File: src/rtl/core/hkrb_pkg.sv
`timescale 1ns / 1ps

package hkrb_pkg;

    localparam int KEY_SLOTS_DEF  = 6;
    localparam int COUNT_BITS_DEF = 4;
    localparam int MOD_BITS       = 8;
    localparam int MOD_W          = $clog2(MOD_BITS);

    localparam logic [2:0] OP_PRESS_KEY    = 3'd0;
    localparam logic [2:0] OP_RELEASE_KEY  = 3'd1;
    localparam logic [2:0] OP_PRESS_MODS   = 3'd2;
    localparam logic [2:0] OP_RELEASE_MODS = 3'd3;
    localparam logic [2:0] OP_RELEASE_ALL  = 3'd4;
    localparam logic [2:0] OP_REPORT_SENT  = 3'd5;

    localparam logic [7:0]       RAW_BASE   = 8'd136;
    localparam logic [MOD_W-1:0] LSHIFT_BIT = MOD_W'(1);
    localparam int               SHIFT_FLAG = 7;

    localparam logic [7:0] ASCII_USAGE [128] = '{
        8'h00, 8'h00, 8'h00, 8'h00, 8'h00, 8'h00, 8'h00, 8'h00,
        8'h2a, 8'h2b, 8'h28, 8'h00, 8'h00, 8'h00, 8'h00, 8'h00,
        8'h00, 8'h00, 8'h00, 8'h00, 8'h00, 8'h00, 8'h00, 8'h00,
        8'h00, 8'h00, 8'h00, 8'h00, 8'h00, 8'h00, 8'h00, 8'h00,
        8'h2c, 8'h9e, 8'hb4, 8'ha0, 8'ha1, 8'ha2, 8'ha4, 8'h34,
        8'ha6, 8'ha7, 8'ha5, 8'hae, 8'h36, 8'h2d, 8'h37, 8'h38,
        8'h27, 8'h1e, 8'h1f, 8'h20, 8'h21, 8'h22, 8'h23, 8'h24,
        8'h25, 8'h26, 8'hb3, 8'h33, 8'hb6, 8'h2e, 8'hb7, 8'hb8,
        8'h9f, 8'h84, 8'h85, 8'h86, 8'h87, 8'h88, 8'h89, 8'h8a,
        8'h8b, 8'h8c, 8'h8d, 8'h8e, 8'h8f, 8'h90, 8'h91, 8'h92,
        8'h93, 8'h94, 8'h95, 8'h96, 8'h97, 8'h98, 8'h99, 8'h9a,
        8'h9b, 8'h9c, 8'h9d, 8'h2f, 8'h31, 8'h30, 8'ha3, 8'had,
        8'h35, 8'h04, 8'h05, 8'h06, 8'h07, 8'h08, 8'h09, 8'h0a,
        8'h0b, 8'h0c, 8'h0d, 8'h0e, 8'h0f, 8'h10, 8'h11, 8'h12,
        8'h13, 8'h14, 8'h15, 8'h16, 8'h17, 8'h18, 8'h19, 8'h1a,
        8'h1b, 8'h1c, 8'h1d, 8'haf, 8'hb1, 8'hb0, 8'hb5, 8'h00
    };

    typedef struct packed {
        logic [2:0] opcode;
        logic [7:0] code;
    } t_in_word;

    typedef struct packed {
        logic       success;
        logic       report_pending;
        logic [7:0] modifier_bits;
        logic [7:0] slot_zero;
        logic [7:0] slot_one;
        logic [7:0] slot_two;
        logic [7:0] slot_three;
        logic [7:0] slot_four;
        logic [7:0] slot_five;
    } t_out_word;

    typedef enum logic [2:0] {
        S_IDLE,
        S_DECODE,
        S_MOD,
        S_FIND,
        S_FREE,
        S_DONE
    } t_state;

    typedef enum logic [2:0] {
        CMD_NONE,
        CMD_LOAD,
        CMD_DECODE,
        CMD_MOD_STEP,
        CMD_FIND_STEP,
        CMD_FREE_STEP,
        CMD_EMIT
    } t_dp_op;

    typedef struct packed {
        t_dp_op op;
        logic   last;
    } t_cmd;

    typedef struct packed {
        logic mod_map;
        logic scan;
        logic is_press;
        logic slot_match;
        logic slot_empty;
        logic out_free;
    } t_status;

endpackage

File: src/rtl/core/hkrb_ctrl.sv
`timescale 1ns / 1ps

module hkrb_ctrl #(
    parameter int KEY_SLOTS = 6,
    parameter int IDX_W     = 3
) (
    input  logic              i_clk,
    input  logic              i_rst_n,
    input  logic              i_in_valid,
    output logic              o_in_ready,
    input  hkrb_pkg::t_status i_status,
    output hkrb_pkg::t_cmd    o_cmd,
    output logic [IDX_W-1:0]  o_idx
);
    import hkrb_pkg::*;

    localparam logic [IDX_W-1:0] SLOT_LAST = IDX_W'(KEY_SLOTS - 1);
    localparam logic [IDX_W-1:0] MOD_LAST  = IDX_W'(MOD_BITS - 1);

    t_state           r_state, n_state;
    logic [IDX_W-1:0] r_idx, n_idx;

    always_ff @(posedge i_clk) begin
        if (!i_rst_n) begin
            r_state <= S_IDLE;
            r_idx   <= '0;
        end else begin
            r_state <= n_state;
            r_idx   <= n_idx;
        end
    end

    always_comb begin
        n_state    = r_state;
        n_idx      = r_idx;
        o_in_ready = 1'b0;
        o_cmd.op   = CMD_NONE;
        o_cmd.last = (r_idx == SLOT_LAST);
        unique case (r_state)
            S_IDLE: begin
                o_in_ready = i_rst_n;
                if (i_in_valid && i_rst_n) begin
                    o_cmd.op = CMD_LOAD;
                    n_state  = S_DECODE;
                end
            end
            S_DECODE: begin
                o_cmd.op = CMD_DECODE;
                n_idx    = '0;
                priority if (i_status.mod_map) n_state = S_MOD;
                else if (i_status.scan)        n_state = S_FIND;
                else                           n_state = S_DONE;
            end
            S_MOD: begin
                o_cmd.op = CMD_MOD_STEP;
                if (r_idx == MOD_LAST) begin
                    n_state = S_DONE;
                end else begin
                    n_idx = r_idx + 1'b1;
                end
            end
            S_FIND: begin
                o_cmd.op = CMD_FIND_STEP;
                priority if (i_status.slot_match) begin
                    n_state = S_DONE;
                end else if (r_idx == SLOT_LAST) begin
                    n_idx   = '0;
                    n_state = i_status.is_press ? S_FREE : S_DONE;
                end else begin
                    n_idx = r_idx + 1'b1;
                end
            end
            S_FREE: begin
                o_cmd.op = CMD_FREE_STEP;
                if (i_status.slot_empty || r_idx == SLOT_LAST) begin
                    n_state = S_DONE;
                end else begin
                    n_idx = r_idx + 1'b1;
                end
            end
            S_DONE: begin
                if (i_status.out_free) begin
                    o_cmd.op = CMD_EMIT;
                    n_state  = S_IDLE;
                end
            end
            default: n_state = S_IDLE;
        endcase
    end

    assign o_idx = r_idx;

endmodule

File: src/rtl/core/hkrb_datapath.sv
`timescale 1ns / 1ps

module hkrb_datapath #(
    parameter int KEY_SLOTS  = 6,
    parameter int COUNT_BITS = 4,
    parameter int IDX_W      = 3
) (
    input  logic                i_clk,
    input  logic                i_rst_n,
    input  hkrb_pkg::t_in_word  i_in_word,
    input  hkrb_pkg::t_cmd      i_cmd,
    input  logic [IDX_W-1:0]    i_idx,
    output hkrb_pkg::t_status   o_status,
    output logic                o_out_valid,
    input  logic                i_out_ready,
    output hkrb_pkg::t_out_word o_out_word
);
    import hkrb_pkg::*;

    localparam int SLOT_W = (KEY_SLOTS > 1) ? $clog2(KEY_SLOTS) : 1;

    logic [2:0]            r_op, n_op;
    logic [7:0]            r_code, n_code;
    logic [6:0]            r_usage, n_usage;
    logic [MOD_BITS-1:0]   r_mod, n_mod;
    logic [COUNT_BITS-1:0] r_mod_cnt [MOD_BITS];
    logic [COUNT_BITS-1:0] n_mod_cnt [MOD_BITS];
    logic [7:0]            r_slot [KEY_SLOTS];
    logic [7:0]            n_slot [KEY_SLOTS];
    logic [COUNT_BITS-1:0] r_slot_cnt [KEY_SLOTS];
    logic [COUNT_BITS-1:0] n_slot_cnt [KEY_SLOTS];
    logic                  r_pending, n_pending;
    logic                  r_success, n_success;
    logic                  r_out_valid;
    t_out_word             r_out;

    logic [SLOT_W-1:0] slot_sel;
    logic              is_raw;
    logic              is_mod_code;
    logic [7:0]        tab;
    logic [6:0]        usage_dec;
    logic              unmapped;
    logic              key_op;
    logic              any_slot;
    logic              mod_en;
    logic              mod_press;
    logic [MOD_W-1:0]  mod_bit;
    logic [7:0]        slot_view [6];

    assign slot_sel    = i_idx[SLOT_W-1:0];
    assign is_raw      = (r_code >= RAW_BASE);
    assign is_mod_code = r_code[7] && !is_raw;
    assign tab         = ASCII_USAGE[r_code[6:0]];
    assign usage_dec   = is_raw ? 7'(r_code - RAW_BASE) : tab[6:0];
    assign unmapped    = !r_code[7] && (tab == 8'd0);
    assign key_op      = (r_op == OP_PRESS_KEY) || (r_op == OP_RELEASE_KEY);

    always_comb begin
        any_slot = 1'b0;
        for (int i = 0; i < KEY_SLOTS; i++) begin
            if (r_slot[i] != 8'd0) any_slot = 1'b1;
        end
    end

    always_comb begin
        n_op       = r_op;
        n_code     = r_code;
        n_usage    = r_usage;
        n_mod      = r_mod;
        n_mod_cnt  = r_mod_cnt;
        n_slot     = r_slot;
        n_slot_cnt = r_slot_cnt;
        n_pending  = r_pending;
        n_success  = r_success;
        mod_en     = 1'b0;
        mod_press  = (r_op == OP_PRESS_KEY) || (r_op == OP_PRESS_MODS);
        mod_bit    = i_idx[MOD_W-1:0];

        unique case (i_cmd.op)
            CMD_LOAD: begin
                n_op   = i_in_word.opcode;
                n_code = i_in_word.code;
            end
            CMD_DECODE: begin
                n_success = 1'b1;
                unique case (r_op)
                    OP_PRESS_KEY, OP_RELEASE_KEY: begin
                        priority if (is_mod_code) begin
                            mod_en  = 1'b1;
                            mod_bit = r_code[MOD_W-1:0];
                        end else if (unmapped) begin
                            n_success = 1'b0;
                        end else begin
                            mod_en  = !is_raw && tab[SHIFT_FLAG];
                            mod_bit = LSHIFT_BIT;
                            n_usage = usage_dec;
                        end
                    end
                    OP_PRESS_MODS, OP_RELEASE_MODS: begin
                    end
                    OP_RELEASE_ALL: begin
                        n_mod      = '0;
                        n_mod_cnt  = '{default: '0};
                        n_slot     = '{default: '0};
                        n_slot_cnt = '{default: '0};
                        if (any_slot || r_mod != '0) n_pending = 1'b1;
                    end
                    OP_REPORT_SENT: begin
                        n_pending = 1'b0;
                    end
                    default: begin
                        n_success = 1'b0;
                    end
                endcase
            end
            CMD_MOD_STEP: begin
                mod_en = r_code[i_idx[MOD_W-1:0]];
            end
            CMD_FIND_STEP: begin
                if (r_slot[slot_sel] == {1'b0, r_usage}) begin
                    if (r_op == OP_PRESS_KEY) begin
                        if (r_slot_cnt[slot_sel] != '1) begin
                            n_slot_cnt[slot_sel] = r_slot_cnt[slot_sel] + 1'b1;
                        end
                    end else if (r_slot_cnt[slot_sel] != '0) begin
                        n_slot_cnt[slot_sel] = r_slot_cnt[slot_sel] - 1'b1;
                    end else begin
                        n_slot[slot_sel] = 8'd0;
                        n_pending        = 1'b1;
                    end
                end
            end
            CMD_FREE_STEP: begin
                if (r_slot[slot_sel] == 8'd0) begin
                    n_slot[slot_sel]     = {1'b0, r_usage};
                    n_slot_cnt[slot_sel] = '0;
                    n_pending            = 1'b1;
                end else if (i_cmd.last) begin
                    n_success = 1'b0;
                end
            end
            CMD_NONE, CMD_EMIT: begin
            end
            default: begin
            end
        endcase

        if (mod_en) begin
            if (mod_press) begin
                if (r_mod[mod_bit]) begin
                    if (r_mod_cnt[mod_bit] != '1) begin
                        n_mod_cnt[mod_bit] = r_mod_cnt[mod_bit] + 1'b1;
                    end
                end else begin
                    n_mod[mod_bit] = 1'b1;
                    n_pending      = 1'b1;
                end
            end else if (r_mod_cnt[mod_bit] != '0) begin
                n_mod_cnt[mod_bit] = r_mod_cnt[mod_bit] - 1'b1;
            end else if (r_mod[mod_bit]) begin
                n_mod[mod_bit] = 1'b0;
                n_pending      = 1'b1;
            end
        end
    end

    always_ff @(posedge i_clk) begin
        if (!i_rst_n) begin
            r_mod      <= '0;
            r_mod_cnt  <= '{default: '0};
            r_slot     <= '{default: '0};
            r_slot_cnt <= '{default: '0};
            r_pending  <= 1'b0;
        end else begin
            r_mod      <= n_mod;
            r_mod_cnt  <= n_mod_cnt;
            r_slot     <= n_slot;
            r_slot_cnt <= n_slot_cnt;
            r_pending  <= n_pending;
        end
    end

    always_ff @(posedge i_clk) begin
        r_op      <= n_op;
        r_code    <= n_code;
        r_usage   <= n_usage;
        r_success <= n_success;
    end

    for (genvar j = 0; j < 6; j++) begin : g_view
        if (j < KEY_SLOTS) begin : g_on
            assign slot_view[j] = r_slot[j];
        end else begin : g_off
            assign slot_view[j] = 8'd0;
        end
    end

    always_ff @(posedge i_clk) begin
        if (!i_rst_n) begin
            r_out_valid <= 1'b0;
        end else if (i_cmd.op == CMD_EMIT) begin
            r_out_valid <= 1'b1;
        end else if (i_out_ready) begin
            r_out_valid <= 1'b0;
        end
    end

    always_ff @(posedge i_clk) begin
        if (i_cmd.op == CMD_EMIT) begin
            r_out.success        <= r_success;
            r_out.report_pending <= r_pending;
            r_out.modifier_bits  <= r_mod;
            r_out.slot_zero      <= slot_view[0];
            r_out.slot_one       <= slot_view[1];
            r_out.slot_two       <= slot_view[2];
            r_out.slot_three     <= slot_view[3];
            r_out.slot_four      <= slot_view[4];
            r_out.slot_five      <= slot_view[5];
        end
    end

    assign o_status.mod_map    = (r_op == OP_PRESS_MODS) || (r_op == OP_RELEASE_MODS);
    assign o_status.scan       = key_op && !is_mod_code && !unmapped && (usage_dec != 7'd0);
    assign o_status.is_press   = (r_op == OP_PRESS_KEY);
    assign o_status.slot_match = (r_slot[slot_sel] == {1'b0, r_usage});
    assign o_status.slot_empty = (r_slot[slot_sel] == 8'd0);
    assign o_status.out_free   = !r_out_valid || i_out_ready;

    assign o_out_valid = r_out_valid;
    assign o_out_word  = r_out;

endmodule

File: src/rtl/core/hid_keyboard_report_builder.sv
`timescale 1ns / 1ps

// Boot keyboard report keeper with six-key rollover and per-key repeat counts.
// Input channel (i_in_valid / o_in_ready / i_in_word) takes one command word:
// press or release a key code, press or release a modifier bitmap, release
// all, or report sent. Output channel (o_out_valid / i_out_ready /
// o_out_word) returns one word per command: success, pending flag, modifier
// byte and the first six key slots as they stand after the command.
// One command is in work at a time. After acceptance the command is decoded;
// release all, report sent, unmapped or modifier key codes then go straight
// to the output word. Modifier bitmaps step through the modifier bits,
// one modifier bit per cycle. Key codes scan the slots, one slot per cycle,
// first for a match and then, for a press with no match, for a free slot.
// The next command is taken from the cycle in which the output word turns valid.
// The output word sits in a register, so a stalled receiver does not block
// the next command; only the load of the following word waits for it.
// Reset clears the report, all counts, the pending flag and the output valid.

module hid_keyboard_report_builder #(
    parameter int KEY_SLOTS  = hkrb_pkg::KEY_SLOTS_DEF,
    parameter int COUNT_BITS = hkrb_pkg::COUNT_BITS_DEF
) (
    input  logic                i_clk,
    input  logic                i_rst_n,
    input  logic                i_in_valid,
    output logic                o_in_ready,
    input  hkrb_pkg::t_in_word  i_in_word,
    output logic                o_out_valid,
    input  logic                i_out_ready,
    output hkrb_pkg::t_out_word o_out_word
);
    import hkrb_pkg::*;

    localparam int IDX_W = $clog2((KEY_SLOTS > MOD_BITS) ? KEY_SLOTS : MOD_BITS);

    t_cmd             cmd;
    t_status          status;
    logic [IDX_W-1:0] idx;

    hkrb_ctrl #(
        .KEY_SLOTS (KEY_SLOTS),
        .IDX_W     (IDX_W)
    ) u_ctrl (
        .i_clk      (i_clk),
        .i_rst_n    (i_rst_n),
        .i_in_valid (i_in_valid),
        .o_in_ready (o_in_ready),
        .i_status   (status),
        .o_cmd      (cmd),
        .o_idx      (idx)
    );

    hkrb_datapath #(
        .KEY_SLOTS  (KEY_SLOTS),
        .COUNT_BITS (COUNT_BITS),
        .IDX_W      (IDX_W)
    ) u_datapath (
        .i_clk       (i_clk),
        .i_rst_n     (i_rst_n),
        .i_in_word   (i_in_word),
        .i_cmd       (cmd),
        .i_idx       (idx),
        .o_status    (status),
        .o_out_valid (o_out_valid),
        .i_out_ready (i_out_ready),
        .o_out_word  (o_out_word)
    );

endmodule
File: config.mk
export PLATFORM = sky130hd
export DESIGN_NAME = hid_keyboard_report_builder
export DESIGN_NICKNAME = d
export VERILOG_FILES = /design/src/rtl/core/hkrb_pkg.sv /design/src/rtl/core/hkrb_ctrl.sv /design/src/rtl/core/hkrb_datapath.sv /design/src/rtl/core/hid_keyboard_report_builder.sv
export SDC_FILE = /design/constraint.sdc
export NUM_CORES = 1
export LEC_CHECK = 0
export BUFFER_PORTS_ARGS = -buffer_cell sky130_fd_sc_hd__buf_2
export CAP_MARGIN = 20
export CORE_MARGIN = 5
export CORE_UTILIZATION = 66
export CTS_CLUSTER_SIZE = 14
export DETAILED_ROUTE_END_ITERATION = 16
export PLACE_DENSITY = 0.86
export SLEW_MARGIN = 40
export SYNTH_ARGS = -nofsm -noshare
export SYNTH_HDL_FRONTEND = slang
export SYNTH_SLANG_ARGS = --single-unit
export TNS_END_PERCENT = 1
File: constraint.sdc
create_clock -name i_clk -period 9.15 [get_ports i_clk]
set_clock_uncertainty 0.05 [all_clocks]
set_input_delay 1.83 -clock i_clk [delete_from_list [all_inputs] [get_ports i_clk]]
set_output_delay 1.83 -clock i_clk [all_outputs]
set_load 0.02 [all_outputs]
==> impl_metrics.ini <==
[synth]
syn-num-nets = 1138
synth_seq_cells = 197
synth_edf_count = 77
seq_area_frac_synth = 0.4534
syn_avg_cell_area_um2 = 9.411
ys_top_cells_by_count = nor2_1, dfxtp_1, a22oi_1, edfxtp_1, nand2_1
yosysMostFrequentCell = nor2_1
synth_area_leaders = dfxtp_1, edfxtp_1, a22oi_1
synth_top_area_cell = dfxtp_1
synthCells = 1105
synth_area_mm2 = 0.01040
async_reset_ff_frac = 0
synth_top_area_share = 0.2310
ys_types = 94
synth_flop_cell = dfxtp_1
yosysWarnings = 0

[detailed_routing]
drc = 0
wl_per_cell_um = 21.84
ant_nets = 0
wl_mm = 29.64
routed_via_density = 6.982
drtIter0Drc = 1552
dr.pass1.iters = 7
dr_total_vias = 9475

[sta]
rsz0062_at_grt = false
slew_headroom = 0.4172
drv_slew = 0
worst_pin_slew_ns = 0.8683
setup_ws_ns = 2.977
fin_crit_ns = 6.173
post-route-period-util = 0.6747
fmax_ghz = 0.1620
setup_viol = 0
setup-tns-final_ns = 0
finalHoldViolCount = 0

[clock_tree]
cts_tree = built
postCtsHoldBufs = 0
root_buffer = clkbuf_16
cts.repair.resized = 0
cts_sinks = 197
numCtsBuffers = 17
post_cts_buffers = 0
clock_latency_ns = 0.45
path_clk_slew_ns = 0.08
htreeDepth = 4
cts_max_path_buffers = 2

[power]
p_leak_uw = 0.003937
powerDensity_mw_per_mm2 = 183.7
vdd_drop_max_uv = 129.2

[hold_path]
hold_path.class = reg -> reg
worstHoldStart = u_datapath.r_success

[placed_design]
place_ws_ns = 3.200
dpl.cell_count = 1324
finalWeightedCongestion = 0.9590
place_area_mm2 = 0.01079
dp_hpwl_mm = 20.13
numPortBuffers = 74

[cells_and_area]
fin_nets = 1166
final_layout_size_suffix_gt1_frac = 0.1527
diodes = 0
finalInstanceArea_mm2 = 0.01140
syn_to_final_growth_pct = 9.589
post-route-util = 0.7441
layout.cells.non_filler = 1357

[grt]
grt_overflow = 0
grt_pass1_wl_mm = 46.86
antenna_found_initial = 0
grt_pass1_vias = 8839
grt_use_total = 0.3205
grt_max_degree = 97

[setup_path]
critical_path_arrival_ns = 6.47
crit_start = u_datapath.r_code[1]
r2r_start = u_datapath.r_code[1]
rr_worst_depth = 17
worstPathRequired_ns = 9.45
worstSetupEndpointType = register
crit_fanout = 24
crit_path_end = u_datapath.r_mod_cnt[27]
reg2reg_slack_ns = 2.98
worstReg2RegEnd = u_datapath.r_mod_cnt[27]
worstSetupPathType = reg -> reg
worstSetupStartpointType = register

[die]
die_w_um = 135.5
io_pins = 75
start_util = 0.6790
die_area_mm2 = 0.01837
core_mm2 = 0.01531
rows = 45
die_h_um = 135.5

[run]
maxCapViolCount = 0

[status]
status = complete, no violations
## report_power, final
group | internal (µW) | leakage, µW | switching, µW
logic | 123 | 0.00196 | 266
clock network | 366 | 0.000285 | 375
registers | 932 | 0.00169 | 31.2
## worst min path at each step
stage / end / slack [ns] / cells past startpoint
6_report: u_datapath.o_out_word[57] / 0.45 / 0
5_1_grt: u_datapath.o_out_word[57] / 0.44 / 0
4_1_cts: u_datapath.o_out_word[57] / 0.44 / 0
3_5_place_dp: u_datapath.o_out_word[57] / 0.41 / 0
3_3_place_gp: u_datapath.r_mod_cnt[0] / 0.41 / 2
2_1_floorplan: u_datapath.o_out_word[57] / 0.35 / 0
## cells by family (layout without fill, tap and decap cells)
group	Yosys count	after routing	synth area share
flops	197	197	0.4534
simple gates	373	373	0.1781
buf+inv	117	158	0.05054
xor+xnor	17	17	0.01432
compound gates	357	357	0.2554
mux	26	26	0.02659
fa+ha+maj	18	18	0.02166
## metal layers
layer	part of all wire	track usage	vias up	wire [µm]
li1	-	-	4266	-
met4	0.041	0.1265	0	1204
met3	0.096	0.05349	145	2849
met2	0.48	0.5348	615	14080
met1	0.39	0.4179	4449	11510
met5	0	0	-	0
## layout by cell type, fill, tap and decap left out, types with 5 or more instances in the layout
cell / n
a21boi_0: 5
o221ai_1: 5
o21a_1: 8
or3_1: 7
o211ai_1: 18
nand2b_1: 10
and3_1: 13
nand2_2: 5
a211oi_1: 6
inv_1: 32
edfxtp_1: 77
nand3_1: 26
mux2i_1: 22
nor4_1: 22
nand4_1: 5
o2111ai_1: 12
o21bai_1: 7
a21oi_1: 47
o21ai_0: 39
buf_4: 12
o31ai_1: 7
dfxtp_1: 120
nor2b_1: 7
a31oi_1: 10
a221oi_1: 11
o22ai_1: 10
xnor2_1: 9
xor2_1: 8
clkbuf_16: 17
nand3b_1: 6
ha_1: 18
buf_2: 75
nand2_1: 75
nor3_1: 24
and2_1: 13
nor2_1: 130
a22oi_1: 96
a311oi_1: 9
o21ai_1: 9
## flip-flops by register name (all words and copies together) (netlist names), 7 cells and up
signal,cells
u_datapath.o_out_word,58
u_datapath.r_code,8
u_datapath.r_mod,8
u_datapath.r_mod_cnt,32
u_datapath.r_slot,48
u_datapath.r_slot_cnt,24
u_datapath.r_usage,7
## area by class of cell
cell class	instances	area (µm²)
timing repair buffer	91	510.5
clock buffer	17	425.4
fill	1111	3919
inverter	35	131.4
clock inverter	15	161.4
sequential	197	4715
tap	211	264.0
multi-input combinational	791	5189
## stage by stage
step	total power, µW	hold WS, ns
finish	2094	0.4473
global route	2159	0.4425
CTS	2077	0.4350
detailed placement	1355	0.4132
global placement	1347	0.4062
floorplan	1267	0.3503
## worst max-delay path, stage by stage (launching register included)
cell      delay [ns]
edfxtp_1        0.62
ha_1            0.52
inv_1           0.16
a21o_1          0.20
mux4_2          0.48
a221oi_2        0.46
nand3_1         0.42
o21a_2          0.53
nand3_1         0.25
o22a_1          0.18
o211ai_1        0.17
inv_1           0.12
ha_1            0.18
inv_1           0.07
or2_1           0.27
o21ai_1         0.69
o22ai_1         0.34
a221oi_1        0.35
Note: power is estimated with default switching activity, not from simulation.
